==> src/array_linked_list_engine_defines.svh <==
// assertion macros for the array linked list engine
// used by the top level; expects clk and arst_n in scope
`ifndef ARRAY_LINKED_LIST_ENGINE_DEFINES_SVH
`define ARRAY_LINKED_LIST_ENGINE_DEFINES_SVH
`ifndef ASSERT_OFF
`define ALLE_ASSERT(label, prop, msg) \
	label: assert property (@(posedge clk) disable iff (!arst_n) prop) else $error(msg);
`define ALLE_NEVER(label, expr, msg) \
	label: assert property (@(posedge clk) disable iff (!arst_n) !(expr)) else $error(msg);
`else
`define ALLE_ASSERT(label, prop, msg)
`define ALLE_NEVER(label, expr, msg)
`endif
`endif

==> src/alle_pkg.sv <==
// shared types, codes and sizes of the array linked list engine
// no dependencies
`timescale 1ns / 1ps
`default_nettype none
package alle_pkg;
	localparam int CAP = 128;
	localparam int IDX_W = $clog2(CAP);
	localparam int NODE_W = IDX_W + 1;
	localparam logic [NODE_W-1:0] NODE_NONE = NODE_W'(CAP);

	localparam logic [2:0] REQ_ADD_FRONT = 3'd0;
	localparam logic [2:0] REQ_ADD_END   = 3'd1;
	localparam logic [2:0] REQ_INSERT    = 3'd2;
	localparam logic [2:0] REQ_REMOVE    = 3'd3;
	localparam logic [2:0] REQ_GET       = 3'd4;
	localparam logic [2:0] REQ_SET       = 3'd5;
	localparam logic [2:0] REQ_SEARCH    = 3'd6;
	localparam logic [2:0] REQ_FIRST     = 3'd7;

	localparam logic [1:0] ST_OK      = 2'd0;
	localparam logic [1:0] ST_BAD_POS = 2'd1;
	localparam logic [1:0] ST_FULL    = 2'd2;

	localparam logic [4:0] OP_NONE       = 5'd0;
	localparam logic [4:0] OP_LATCH      = 5'd1;
	localparam logic [4:0] OP_WALK_INIT  = 5'd2;
	localparam logic [4:0] OP_WALK_STEP  = 5'd3;
	localparam logic [4:0] OP_RD_FREE    = 5'd4;
	localparam logic [4:0] OP_ADD_FRONT  = 5'd5;
	localparam logic [4:0] OP_ADD_END    = 5'd6;
	localparam logic [4:0] OP_TAIL_LINK  = 5'd7;
	localparam logic [4:0] OP_GET        = 5'd8;
	localparam logic [4:0] OP_SET        = 5'd9;
	localparam logic [4:0] OP_RM_A       = 5'd10;
	localparam logic [4:0] OP_RM_B       = 5'd11;
	localparam logic [4:0] OP_INS_A      = 5'd12;
	localparam logic [4:0] OP_INS_B      = 5'd13;
	localparam logic [4:0] OP_INS_C      = 5'd14;
	localparam logic [4:0] OP_SEARCH_HIT = 5'd15;
	localparam logic [4:0] OP_RES        = 5'd16;
	localparam logic [4:0] OP_FIRST      = 5'd17;
	localparam logic [4:0] OP_LOAD_OUT   = 5'd18;

	typedef struct packed {
		logic [4:0] op;
		logic [1:0] code;
	} cmd_t;

	typedef struct packed {
		logic [2:0] req;
		logic       full;
		logic       head_none;
		logic       at_end;
		logic       hit_pos;
		logic       hit_val;
		logic       tail;
		logic       steps_max;
		logic       out_busy;
	} sts_t;
endpackage
`default_nettype wire

==> src/alle_ctrl.sv <==
// sequencer of the array linked list engine
// depends on alle_pkg; drives alle_datapath through cmd_t
`timescale 1ns / 1ps
`default_nettype none
module alle_ctrl import alle_pkg::*; (
	input  logic clk,
	input  logic arst_n,
	input  logic in_valid,
	output logic in_ready,
	input  sts_t sts,
	output cmd_t cmd
);
	localparam logic [3:0] S_IDLE  = 4'd0;
	localparam logic [3:0] S_DISP  = 4'd1;
	localparam logic [3:0] S_TAKE  = 4'd2;
	localparam logic [3:0] S_WINIT = 4'd3;
	localparam logic [3:0] S_WALK  = 4'd4;
	localparam logic [3:0] S_RM2   = 4'd5;
	localparam logic [3:0] S_INS2  = 4'd6;
	localparam logic [3:0] S_INS3  = 4'd7;
	localparam logic [3:0] S_FIN   = 4'd8;

	logic [3:0] state_q, state_d;

	always_ff @(posedge clk or negedge arst_n) begin
		if (!arst_n) begin
			state_q <= S_IDLE;
		end else begin
			state_q <= state_d;
		end
	end

	assign in_ready = (state_q == S_IDLE);

	always_comb begin
		state_d = state_q;
		cmd.op = OP_NONE;
		cmd.code = ST_OK;
		case (state_q)
			S_IDLE: begin
				if (in_valid) begin
					cmd.op = OP_LATCH;
					state_d = S_DISP;
				end
			end
			S_DISP: begin
				state_d = S_FIN;
				case (sts.req)
					REQ_ADD_FRONT, REQ_ADD_END: begin
						if (sts.full) begin
							cmd.op = OP_RES;
							cmd.code = ST_FULL;
						end else begin
							cmd.op = OP_RD_FREE;
							state_d = S_TAKE;
						end
					end
					REQ_INSERT: begin
						if (sts.full) begin
							cmd.op = OP_RES;
							cmd.code = ST_FULL;
						end else begin
							cmd.op = OP_WALK_INIT;
							state_d = S_WALK;
						end
					end
					REQ_REMOVE, REQ_GET, REQ_SET, REQ_SEARCH: begin
						cmd.op = OP_WALK_INIT;
						state_d = S_WALK;
					end
					default: begin
						cmd.op = OP_FIRST;
					end
				endcase
			end
			S_TAKE: begin
				state_d = S_FIN;
				if (sts.req == REQ_ADD_FRONT) begin
					cmd.op = OP_ADD_FRONT;
				end else begin
					cmd.op = OP_ADD_END;
					if (!sts.head_none) state_d = S_WINIT;
				end
			end
			S_WINIT: begin
				cmd.op = OP_WALK_INIT;
				state_d = S_WALK;
			end
			S_WALK: begin
				cmd.op = OP_WALK_STEP;
				if (sts.req == REQ_ADD_END) begin
					if (sts.tail || sts.steps_max) begin
						cmd.op = OP_TAIL_LINK;
						state_d = S_FIN;
					end
				end else if (sts.at_end) begin
					state_d = S_FIN;
					if (sts.req == REQ_SEARCH) begin
						cmd.op = OP_NONE;
					end else begin
						cmd.op = OP_RES;
						cmd.code = ST_BAD_POS;
					end
				end else if (sts.req == REQ_SEARCH) begin
					if (sts.hit_val) begin
						cmd.op = OP_SEARCH_HIT;
						state_d = S_FIN;
					end
				end else if (sts.hit_pos) begin
					case (sts.req)
						REQ_REMOVE: begin
							cmd.op = OP_RM_A;
							state_d = S_RM2;
						end
						REQ_INSERT: begin
							cmd.op = OP_INS_A;
							state_d = S_INS2;
						end
						REQ_SET: begin
							cmd.op = OP_SET;
							state_d = S_FIN;
						end
						default: begin
							cmd.op = OP_GET;
							state_d = S_FIN;
						end
					endcase
				end
			end
			S_RM2: begin
				cmd.op = OP_RM_B;
				state_d = S_FIN;
			end
			S_INS2: begin
				cmd.op = OP_INS_B;
				state_d = S_INS3;
			end
			S_INS3: begin
				cmd.op = OP_INS_C;
				state_d = S_FIN;
			end
			S_FIN: begin
				if (!sts.out_busy) begin
					cmd.op = OP_LOAD_OUT;
					state_d = S_IDLE;
				end
			end
			default: begin
				state_d = S_IDLE;
			end
		endcase
	end
endmodule
`default_nettype wire

==> config.mk <==
export PLATFORM = sky130hd
export DESIGN_NAME = alle_ctrl
export DESIGN_NICKNAME = d
export VERILOG_FILES = /design/src/array_linked_list_engine_defines.svh /design/src/alle_pkg.sv /design/src/alle_ctrl.sv
export SDC_FILE = /design/constraint.sdc
export NUM_CORES = 1
export LEC_CHECK = 0
export BUFFER_PORTS_ARGS = -buffer_cell sky130_fd_sc_hd__buf_4
export CORE_MARGIN = 8
export CORE_UTILIZATION = 50
export CTS_CLUSTER_SIZE = 25
export DETAILED_ROUTE_END_ITERATION = 8
export PLACE_DENSITY = 0.78
export SLEW_MARGIN = 5
export SYNTH_ARGS = -nofsm -noshare
export SYNTH_HDL_FRONTEND = slang
export SYNTH_SLANG_ARGS = --single-unit
==> constraint.sdc <==
create_clock -name clk -period 1.75 [get_ports clk]
set_input_delay 0 -clock clk [delete_from_list [all_inputs] [get_ports clk]]
set_output_delay 0 -clock clk [all_outputs]
set_load 0.02 [all_outputs]
==> summary.txt <==
Setup path
  – Critical Path Sink Type: output pin
  – Crit path kind: reg2out
  – Worst EP arrival: 1.75 ns
  – Reg2reg setup slack: 0.04 ns
  – Crit-path max FO: 5
  – Worst-case reg-to-reg path depth: 5
  – CP Launch Type: flip-flop
  – WP data required: 1.75 ns

Global route
  – GR peak layer: met2
  – Total track usage: 18.63%
  – Largest net degree at the start of global routing: 17
  – Met1 usage: 24.03%
  – Vias in the first global route: 908
  – Antenna violations before repair: 0
  – Met2 Use GR: 28.05%
  – Global-route wire length before repair: 4119 um
  – Met3 usage: 5.234%
  – Grt total ovfl: 0

Logic synthesis
  – Mapped Area: 726.9 sq um
  – Syn_area_per_cell: 7.058 sq um
  – Yosys warning total: 0
  – EDFF count, synth: 0
  – Yosys reg bits: 4
  – Leading area contributor after synthesis: dfrtp_1
  – Syn nets: 117
  – Area fraction of the dominant cell type after synthesis: 13.77%
  – Top post-synthesis cells by area: dfrtp_1, nand2b_1, a21oi_1
  – Sequential area share after synthesis: 13.77%
  – Cell count after synthesis: 103
  – Distinct cells, synth: 46
  – Prevailing post-synth register cell: dfrtp_1
  – Asr flop ratio synth: 100.0%

Floorplanning
  – Die area: 2930 sq um
  – Ports: 22
  – Placement row count: 13
  – Core region area: 1334 sq um
  – DIE WIDTH: 54.13 um
  – Die Ht: 54.13 um
  – Starting Density: 54.50%

Layout
  – Fraction of layout cells with a size suffix above 1: 37.69%
  – Top Registers: state_q (4)
  – Non-Filler Instances: 145
  – Diode count: 0
  – Commonest cells after routing, fill and taps aside: buf_4, a21oi_1, nand2b_1
  – Commonest non-fill, non-tap cell in the layout: buf_4
  – Top reg by flops: state_q
  – FILL cells: 100
  – Number of flip-flops under the largest register name: 4
  – Nets: 146
  – Final core occ: 77.02%
  – Synth-to-Final Area Change: 41.31%

CTS
  – Clock Root Buffer: clkbuf_4
  – TritonCTS clock tree: yes
  – Clk pin slew, worst setup/hold paths: 0.05 ns
  – Num Clock Sinks: 4
  – Max clock buf depth: 2
  – Total CTS buffers: 3
  – Maximum level of the CTS H-tree: 1
  – Worst-skew pair later-pin latency: 0.24 ns

Route
  – DRT iter0 DRCs: 39
  – Vias per inst: 6.448
  – DRC viols: 0
  – Post-Route WL: 2550 um
  – WL per Instance: 17.59 um
  – DR pass1 iterations: 4
  – Via count: 935
  – ANT nets after route: 0

Hold path
  – Hold Path Class: in2async

Timing
  – Setup Viol. Count Final: 1
  – Fin Clk Skew: 0.004003 ns
  – Final Cycle Share: 100.1%
  – Max-slew headroom: 66.95%
  – Fmax: 570.7 MHz
  – Final Hold Viols: 0
  – Min Tclk post-route: 1.752 ns
  – Max Transition Viols Final: 0
  – Tightest Pin Transition: 0.4895 ns
  – Worst Slack Setup Final: -0.002387 ns
  – Unrepaired setup endpoints after global routing: yes

Place
  – Dpl cells: 138
  – Routability cong.: 0.9586
  – Post-DP HPWL: 1854 um
  – PortBufs: 21

Outcome
  – Failing checks: negative setup slack
  – Status: complete, but fails checks

Flow run
  – Max-Cap Viols: 0

Power and ir drop
  – Leak: 0.4125 nW
  – Pwr Density: 1163 nW/um^2
  – VDD IR max: 0.0009844 V
layout make-up:
class / count / area (sq um) / share of cell area [%]
multi-input combinational: 87 / 621.8 / 60.54
sequential: 4 / 102.6 / 9.988
tap: 15 / 18.77 / 1.827
inverter: 4 / 15.01 / 1.462
timing repair buffer: 32 / 246.5 / 23.99
clock buffer: 3 / 22.52 / 2.192
worst max-delay path, cell delays in order (launching register included):
cell and delay [ns]:
dfrtp_2 0.42, or4b_4 0.61, nor2_4 0.15, a22oi_2 0.06, o211ai_1 0.10, buf_4 0.17
final timing paths:
kind                            start    endpoint
max                        state_q[0]      cmd[3]
min                            arst_n  state_q[1]
max reg2reg                state_q[3]  state_q[1]
min reg2reg                state_q[3]  state_q[1]
max in group asynchronous      arst_n  state_q[0]
min in group clk               sts[0]  state_q[3]
stage by stage:
stage	TNS (ns)	setup WS [ns]	hold slack [ns]	power, mW	instance area, sq um
6_report	-0.002387	-0.002387	0.09807	1.195	1027
5_1_grt	-0.1714	-0.08943	0.1035	1.282	1027
4_1_cts	0	0.002060	0.09388	1.134	1003
3_5_place_dp	0	0.1249	-0.2045	0.9572	924.6
3_3_place_gp	0	0.1529	-0.2045	0.9611	924.6
2_1_floorplan	0	0.05960	-0.2956	0.6715	733.2
power by group:
part | internal (mW) | switching (mW) | leakage [nW]
combinational | 0.414 | 0.495 | 0.348
clock | 0.0776 | 0.0501 | 0.0138
sequential | 0.126 | 0.0326 | 0.0505
synth_stat cells (2+ instances only):
| cell type | number |
|---|---|
| dfrtp_1 | 4 |
| a211oi_1 | 2 |
| nor2b_1 | 2 |
| inv_1 | 4 |
| nand2b_1 | 10 |
| nand2_1 | 3 |
| clkbuf_1 | 4 |
| o22ai_1 | 3 |
| a31o_2 | 2 |
| nand3_1 | 2 |
| buf_2 | 3 |
| a21o_1 | 2 |
| nand3b_1 | 2 |
| o21ai_0 | 2 |
| nor2_1 | 10 |
| nor3_1 | 4 |
| a21boi_0 | 3 |
| a21oi_1 | 11 |
| nor4_1 | 3 |
per-layer routing:
metal | up-vias | wire length (um)
met3 | 8 | 229
met4 | 0 | 60
li1 | 450 | -
met1 | 424 | 1075
met5 | - | 0
met2 | 53 | 1185
timing repair:
action / in CTS / in global routing
gates cloned: 0 / 0
setup endpoints to repair: 4 / 4
hold buffers: 1 / 0
hold endpoints to repair: 4 / 0
resized for setup: 8 / 4
setup buffers: 2 / 1
pin swaps: 2 / 3
cells by family after synthesis:
family | Yosys count | share of synthesized area (%)
buffers and inverters | 12 | 7.227
AND/OR/NAND/NOR | 47 | 38.90
AO/OA/AOI/OAI | 40 | 40.11
flip-flops | 4 | 13.77
No activity file was read; power rests on OpenSTA's default activity.
